### src/hdl/dual_channel_ema_median3_filter_defines.svh
// Assertion macros for the dual channel EMA / median-of-3 filter.
// No dependencies; included by the top level only.
`ifndef DUAL_CHANNEL_EMA_MEDIAN3_FILTER_DEFINES_SVH
`define DUAL_CHANNEL_EMA_MEDIAN3_FILTER_DEFINES_SVH

// same-cycle implication, disabled in reset
`define DCEMF_ASSERT_NOW(label, ante, cons) \
  label: assert property (@(posedge clk_i) disable iff (!rst_ni) (ante) |-> (cons)) \
    else $error("filter check failed");

// next-cycle implication, disabled in reset
`define DCEMF_ASSERT_NEXT(label, ante, cons) \
  label: assert property (@(posedge clk_i) disable iff (!rst_ni) (ante) |=> (cons)) \
    else $error("filter check failed");

`endif

### src/hdl/dcemf_pkg.sv
// Shared types and constants for the dual channel EMA / median-of-3 filter.
// No dependencies.
package dcemf_pkg;

  localparam int unsigned SAMPLE_BITS = 24;
  localparam int unsigned CFG_IDX_BITS = 2;

  localparam logic [1:0] MODE_PASS   = 2'd0;
  localparam logic [1:0] MODE_EMA    = 2'd1;
  localparam logic [1:0] MODE_MEDIAN = 2'd2;

  localparam logic [CFG_IDX_BITS-1:0] CFG_FILTER_MODE = 2'd0;
  localparam logic [CFG_IDX_BITS-1:0] CFG_EMA_WEIGHT  = 2'd1;

  localparam logic [1:0] WINDOW_FULL = 2'd3;
  localparam logic [1:0] SLOT_LAST   = 2'd2;

  typedef struct packed {
    logic signed [SAMPLE_BITS-1:0] sample_value;
    logic                          channel_is_humidity;
    logic                          sample_ok;
  } sample_t;

  typedef struct packed {
    logic signed [SAMPLE_BITS-1:0] filtered_value;
    logic                          filtered_valid;
  } result_t;

endpackage

### src/hdl/dual_channel_ema_median3_filter.sv
// A result passes through the output register, and through the skid stage first if the output is stalled.
// Throughput: one sample per cycle while results are not stalled; the EMA update
// is one multiply feeding the per-channel running value register.
// A skid stage lets one input transfer complete while a result is stalled.
// Reset (rst_ni low, asynchronous) selects EMA mode, alpha 0.25, and clears
// the primed flags and window fill/slot of both channels.
`include "dual_channel_ema_median3_filter_defines.svh"

module dual_channel_ema_median3_filter #(
  parameter int unsigned WEIGHT_FRAC_BITS = 16
) (
  input  logic                                 clk_i,
  input  logic                                 rst_ni,
  input  logic                                 in_valid_i,
  output logic                                 in_stall_o,
  input  dcemf_pkg::sample_t                   in_data_i,
  output logic                                 out_valid_o,
  input  logic                                 out_stall_i,
  output dcemf_pkg::result_t                   out_data_o,
  input  logic                                 cfg_valid_i,
  output logic                                 cfg_ready_o,
  input  logic [dcemf_pkg::CFG_IDX_BITS-1:0]   cfg_index_i,
  input  logic [WEIGHT_FRAC_BITS-1:0]          cfg_data_i
);

  localparam int unsigned SB = dcemf_pkg::SAMPLE_BITS;
  localparam int unsigned PW = SB + WEIGHT_FRAC_BITS + 2;
  localparam logic [WEIGHT_FRAC_BITS-1:0] WEIGHT_DEFAULT =
    {2'b01, {(WEIGHT_FRAC_BITS-2){1'b0}}};
  localparam logic signed [PW-1:0] ROUND_HALF =
    $signed({{(PW-WEIGHT_FRAC_BITS){1'b0}}, 1'b1, {(WEIGHT_FRAC_BITS-1){1'b0}}});

  // configuration
  logic [1:0]                  mode_q;
  logic [WEIGHT_FRAC_BITS-1:0] weight_q;

  // per-channel filter state
  logic signed [SB-1:0] ema_q [2];
  logic [1:0]           primed_q;
  logic signed [SB-1:0] win_q [2][3];
  logic [1:0]           fill_q [2];
  logic [1:0]           slot_q [2];

  // output register and skid stage
  logic                 out_valid_q;
  dcemf_pkg::result_t   out_q;
  logic                 skid_valid_q;
  dcemf_pkg::result_t   skid_q;

  logic                 in_xfer;
  logic                 out_load;
  logic                 cfg_wr;
  logic                 ch;
  logic                 upd;
  logic signed [SB-1:0] smp;
  logic signed [SB-1:0] ema_cur;
  logic signed [SB:0]   diff;
  logic signed [PW-1:0] prod;
  logic signed [PW-1:0] prod_rnd;
  logic signed [SB-1:0] ema_upd;
  logic signed [SB-1:0] ema_new;
  logic [1:0]           slot;
  logic [1:0]           fill_new;
  logic [1:0]           slot_new;
  logic signed [SB-1:0] w0, w1, w2;
  logic signed [SB:0]   pair_sum;
  logic signed [SB-1:0] mn01, mx01, mid_t, med;
  dcemf_pkg::result_t   res;

  assign in_stall_o  = skid_valid_q;
  assign in_xfer     = in_valid_i && !skid_valid_q;
  assign out_load    = !out_valid_q || !out_stall_i;
  assign cfg_ready_o = 1'b1;
  assign cfg_wr      = cfg_valid_i &&
                       (cfg_index_i == dcemf_pkg::CFG_FILTER_MODE ||
                        cfg_index_i == dcemf_pkg::CFG_EMA_WEIGHT);
  assign out_valid_o = out_valid_q;
  assign out_data_o  = out_q;

  assign ch  = in_data_i.channel_is_humidity;
  assign smp = in_data_i.sample_value;

  // EMA: ema + round(alpha * (sample - ema)), ties towards +inf; an unprimed channel takes the sample
  assign ema_cur  = ema_q[ch];
  assign diff     = $signed({smp[SB-1], smp}) - $signed({ema_cur[SB-1], ema_cur});
  assign prod     = diff * $signed({1'b0, weight_q});
  assign prod_rnd = prod + ROUND_HALF;
  assign ema_upd  = ema_cur + $signed(prod_rnd[WEIGHT_FRAC_BITS +: SB]);
  assign ema_new  = primed_q[ch] ? ema_upd : smp;

  // median window with the new sample in place
  assign slot     = slot_q[ch];
  assign fill_new = (fill_q[ch] == dcemf_pkg::WINDOW_FULL) ? dcemf_pkg::WINDOW_FULL
                                                           : fill_q[ch] + 2'd1;
  assign slot_new = (slot == dcemf_pkg::SLOT_LAST) ? 2'd0 : slot + 2'd1;
  assign w0 = (slot == 2'd0) ? smp : win_q[ch][0];
  assign w1 = (slot == 2'd1) ? smp : win_q[ch][1];
  assign w2 = (slot == 2'd2) ? smp : win_q[ch][2];
  assign pair_sum = $signed({w0[SB-1], w0}) + $signed({smp[SB-1], smp});
  assign mn01  = (w0 < w1) ? w0 : w1;
  assign mx01  = (w0 < w1) ? w1 : w0;
  assign mid_t = (mx01 < w2) ? mx01 : w2;
  assign med   = (mn01 > mid_t) ? mn01 : mid_t;

  always_comb begin
    res = '0;
    upd = 1'b0;
    if (in_data_i.sample_ok) begin
      case (mode_q)
        dcemf_pkg::MODE_PASS: begin
          res.filtered_value = smp;
          res.filtered_valid = 1'b1;
        end
        dcemf_pkg::MODE_EMA: begin
          res.filtered_value = ema_new;
          res.filtered_valid = 1'b1;
          upd = 1'b1;
        end
        dcemf_pkg::MODE_MEDIAN: begin
          case (fill_new)
            2'd1:    res.filtered_value = w0;
            2'd2:    res.filtered_value = pair_sum[SB:1];
            default: res.filtered_value = med;
          endcase
          res.filtered_valid = 1'b1;
          upd = 1'b1;
        end
        default: begin
          res = '0;
        end
      endcase
    end
  end

  // control state
  always_ff @(posedge clk_i or negedge rst_ni) begin
    if (!rst_ni) begin
      mode_q       <= dcemf_pkg::MODE_EMA;
      weight_q     <= WEIGHT_DEFAULT;
      primed_q     <= '0;
      fill_q       <= '{default: '0};
      slot_q       <= '{default: '0};
      out_valid_q  <= 1'b0;
      skid_valid_q <= 1'b0;
    end else begin
      if (cfg_wr) begin
        if (cfg_index_i == dcemf_pkg::CFG_FILTER_MODE) begin
          mode_q <= cfg_data_i[1:0];
        end else begin
          weight_q <= (cfg_data_i == '0) ? WEIGHT_DEFAULT : cfg_data_i;
        end
        primed_q <= '0;
        fill_q   <= '{default: '0};
        slot_q   <= '{default: '0};
      end else if (in_xfer && upd) begin
        if (mode_q == dcemf_pkg::MODE_EMA) begin
          primed_q[ch] <= 1'b1;
        end else begin
          fill_q[ch] <= fill_new;
          slot_q[ch] <= slot_new;
        end
      end
      if (out_load) begin
        if (skid_valid_q) begin
          out_valid_q  <= 1'b1;
          skid_valid_q <= 1'b0;
        end else begin
          out_valid_q <= in_xfer;
        end
      end else if (in_xfer) begin
        skid_valid_q <= 1'b1;
      end
    end
  end

  // payload and filter storage
  always_ff @(posedge clk_i) begin
    if (in_xfer && upd) begin
      if (mode_q == dcemf_pkg::MODE_EMA) begin
        ema_q[ch] <= ema_new;
      end else begin
        win_q[ch][slot] <= smp;
      end
    end
    if (out_load) begin
      out_q <= skid_valid_q ? skid_q : res;
    end else if (in_xfer) begin
      skid_q <= res;
    end
  end

  `DCEMF_ASSERT_NOW(a_skid_behind_out, skid_valid_q, out_valid_q)
  `DCEMF_ASSERT_NOW(a_slot_tracks_fill_t, fill_q[0] != dcemf_pkg::WINDOW_FULL,
                    slot_q[0] == fill_q[0])
  `DCEMF_ASSERT_NOW(a_slot_tracks_fill_h, fill_q[1] != dcemf_pkg::WINDOW_FULL,
                    slot_q[1] == fill_q[1])
  `DCEMF_ASSERT_NEXT(a_cfg_clears, cfg_wr,
                     primed_q == 2'b00 && fill_q[0] == 2'd0 && fill_q[1] == 2'd0)
  `DCEMF_ASSERT_NEXT(a_xfer_offered, in_xfer && out_load && !skid_valid_q, out_valid_q)

endmodule

### config.mk
export PLATFORM = sky130hd
export DESIGN_NAME = dual_channel_ema_median3_filter
export DESIGN_NICKNAME = d
export VERILOG_FILES = /design/src/hdl/dcemf_pkg.sv /design/src/hdl/dual_channel_ema_median3_filter.sv
export VERILOG_INCLUDE_DIRS = /design/src /design/src/hdl
export SDC_FILE = /design/constraint.sdc
export NUM_CORES = 2
export LEC_CHECK = 0
export ABC_AREA = 1
export BUFFER_PORTS_ARGS = -buffer_cell sky130_fd_sc_hd__buf_2
export CAP_MARGIN = 25
export CORE_MARGIN = 8
export CORE_UTILIZATION = 39
export CTS_BUF_LIST = sky130_fd_sc_hd__clkbuf_16
export DETAILED_ROUTE_END_ITERATION = 8
export GPL_TIMING_DRIVEN = 0
export SYNTH_ARGS = -nofsm -noshare
export SYNTH_HDL_FRONTEND = slang
export SYNTH_SLANG_ARGS = --single-unit
### constraint.sdc
create_clock -name clk_i -period 10.8 [get_ports clk_i]
set_input_delay 1.62 -clock clk_i [delete_from_list [all_inputs] [get_ports clk_i]]
set_output_delay 1.62 -clock clk_i [all_outputs]
set_load 0.05 [all_outputs]
==> out/summary.txt <==
M2 GR Usage: 0.375
# setup viols final: 23
Die Width: 302 microns
CTS Sinks: 272
Clock Skews: 0.0391 ns
CTS tree: done
Yosys top cell area share: 0.240
Top FF cell, synth: edfxtp_1
Fmax: 88.8 MHz
gpl congestion: 0.983
fill count: 7,802
setup TNS: -3.77 ns
final global-route overflow total: 0
clk root buf: clkbuf_16
Max Cap Viol: 0
Seq cells post-synth: 272
GR Util met1: 0.297
Setup Crit Path Kind: in2reg
Req. time, crit path: 11.16 ns
1st-iter DRT viols: 2,009
wire per inst: 20.2 microns
Synth Cell Area: 31,800 sq um
final wirelength: 105 mm
Synth Net Count: 4,527
net count reported at finish: 4,782
async set-reset flop share out of synthesis: 0.110
Slowest-stage cell, CP: fa_1
EDFF count, synth: 242
most numerous cell in the Yosys netlist: inv_1
Hold Vio Cnt, Final: 0
CP startpoint kind: input port
Clock Path Buffers: 3
dpl ws: -3.47 ns
antenna violations before repair: 7
RR Endpoint: out_data_o[24]$_DFFE_PN_
crit end category: flop
Slew Limit Fails: 0
Core Footprint: 80,700 sq um
global router's overall resource usage: 0.227
most area-consuming cells after synthesis: fa_1 (24%), edfxtp_1 (23%), ha_1 (10%), inv_1 (8.9%), nand2_1 (8.3%)
via count: 27,069
share of layout cells above drive strength 1: 0.158
fin crit share: 1.04
die area: 91,000 sq um
RSZ-0062 raised after global routing: true
Reg clk slew, reported paths: 0.06 ns
Setup crit start: in_data_i[1]
Mapped Avg Cell Area: 8.30 sq um
Critical Path Most Common Cell: fa_1
largest net degree at the start of global routing: 31
placed cells: 4,984
io pins: 77
CP max stage delay: 0.55 ns
worst hold path type: reg2reg
yosys warns: 0
hold-critical path depth: 1
cts bufs inserted: 30
number of global-route vias before repair: 26,929
Initial Utilization: 0.394
port bufs: 75
Max H-tree Level: 1
Via-to-Cell Ratio: 5.23
gr busiest metal: met2
Post-synth top cells: inv_1 (757), nand2_1 (705), nor2_1 (435), fa_1 (381), o21ai_0 (289)
Layout Cells excl Fill: 5,178
FF-to-FF Start: ema_q[1][3]$_DFFE_PP_
violated checks: negative setup slack
DRC Markers: 0
drt pass-1 iters: 5
hpwl dp: 80.3 mm
GR Layer Usage met3: 0.0333
Tmin final: 11.26 ns
Mapped Cells: 3,834
R2R Setup Slk: 0.73 ns
status: finished with violations
worst-path fanout max: 8
synth unique cells: 55
Rows: 104
Worst Hold Launch: primed_q[0]$_DFFE_PN0P_
final critical-path setup slack: -0.461 ns
sequential fraction of the synthesis area: 0.252
die height: 302 microns
area leader, netlist: fa_1
CP arrival: 11.62 ns
Post-CTS Hold Buffers: 0
latest clock arrival within the worst-skew pair: 0.61 ns
first-pass GRT wire length: 159 mm
R2R cell count: 52
area grow syn2layout: 18.5%
post-route ant nets: 0
Setup crit end: out_data_o[24]$_DFFE_PN_
Slew HR: 0.241
Worst Tran Pin Value: 1.13 ns
## critical path: cells and delay by family
kind / cells / cell delay (ns)
buffers and inverters: 12 / 1.13
adder cells (fa/ha/maj): 9 / 3.84
XOR/XNOR: 4 / 0.69
AND/OR/NAND/NOR: 13 / 1.23
AO/OA/AOI/OAI: 17 / 3.04
## stage by stage
step,util,instance area [sq um],hold slack [ns]
floorplan,-,32300,0.464
global placement,0.422,34000,0.474
detailed placement,0.425,34300,0.480
CTS,0.454,36600,0.494
global route,0.467,37700,0.499
finish,0.467,37700,0.495
## cells in the final DEF (no fill, tap or decap), types with 91 or more instances in the layout
cell and n:
a21oi_1 130, buf_4 123, clkbuf_1 91, nor2_1 403, inv_1 734, edfxtp_1 242, ha_1 233, o21ai_0 247
nand2_1 677, fa_1 374
## flip-flops by register name, indices dropped and copies added (netlist names)
name,count
win_q,144
out_valid_o,1
slot_q,4
ema_q,48
out_data_o,25
weight_q,16
primed_q,2
mode_q,2
fill_q,4
skid_q,25
in_stall_o,1
## worst min path at each step
stage,endpoint
floorplan,primed_q[0]$_DFFE_PN0P_
global placement,primed_q[0]$_DFFE_PN0P_
detailed placement,primed_q[1]$_DFFE_PN0P_
CTS,primed_q[1]$_DFFE_PN0P_
global route,primed_q[1]$_DFFE_PN0P_
finish,primed_q[0]$_DFFE_PN0P_
## cell type report
| class | instances | area [sq um] | share of cell area |
|---|---|---|---|
| plain buffers | 117 | 644 | 0.0171 |
| flip-flops and latches | 272 | 8020 | 0.213 |
| clock inverters | 26 | 189 | 0.00501 |
| repair buffers | 227 | 1750 | 0.0465 |
| clock buffers | 30 | 751 | 0.0199 |
| inverters | 784 | 3030 | 0.0804 |
| diodes | 5 | 12.5 | 0.000332 |
| well taps | 1060 | 1330 | 0.0352 |
| multi-input cells | 2656 | 22000 | 0.583 |
| repair inverters | 1 | 8.76 | 0.000232 |
## routing by layer
metal / vias to the layer above / part of all wire / wire, microns
met2: 971 / 0.46 / 48600
met5: - / 0.00012 / 13
met3: 241 / 0.071 / 7420
met1: 13274 / 0.42 / 43400
met4: 2 / 0.049 / 5130
li1: 12581 / - / -
## logic make-up after synthesis
logic type                 count (synthesis)  synth area share
and+or+nand+nor                         1335             0.171
buffers and inverters                    906             0.109
adders and majority gates                644             0.343
AOI/OAI and AO/OA                        598             0.103
DFF                                      272             0.252
xor gates and xnor gates                  77            0.0214
other                                      1          0.000118
muxes                                      1          0.000315
## what timing repair did
| item | CTS | global route |
|---|---|---|
| buffers inserted | 71 | 63 |
| setup endpoints to repair | 94 | 65 |
| pin swaps | 81 | 113 |
| cloned | 1 | 0 |
| resized for setup | 176 | 163 |
Power is not shown: default switching activity piles up to over one toggle a cycle in this logic, so the estimate is an artifact.
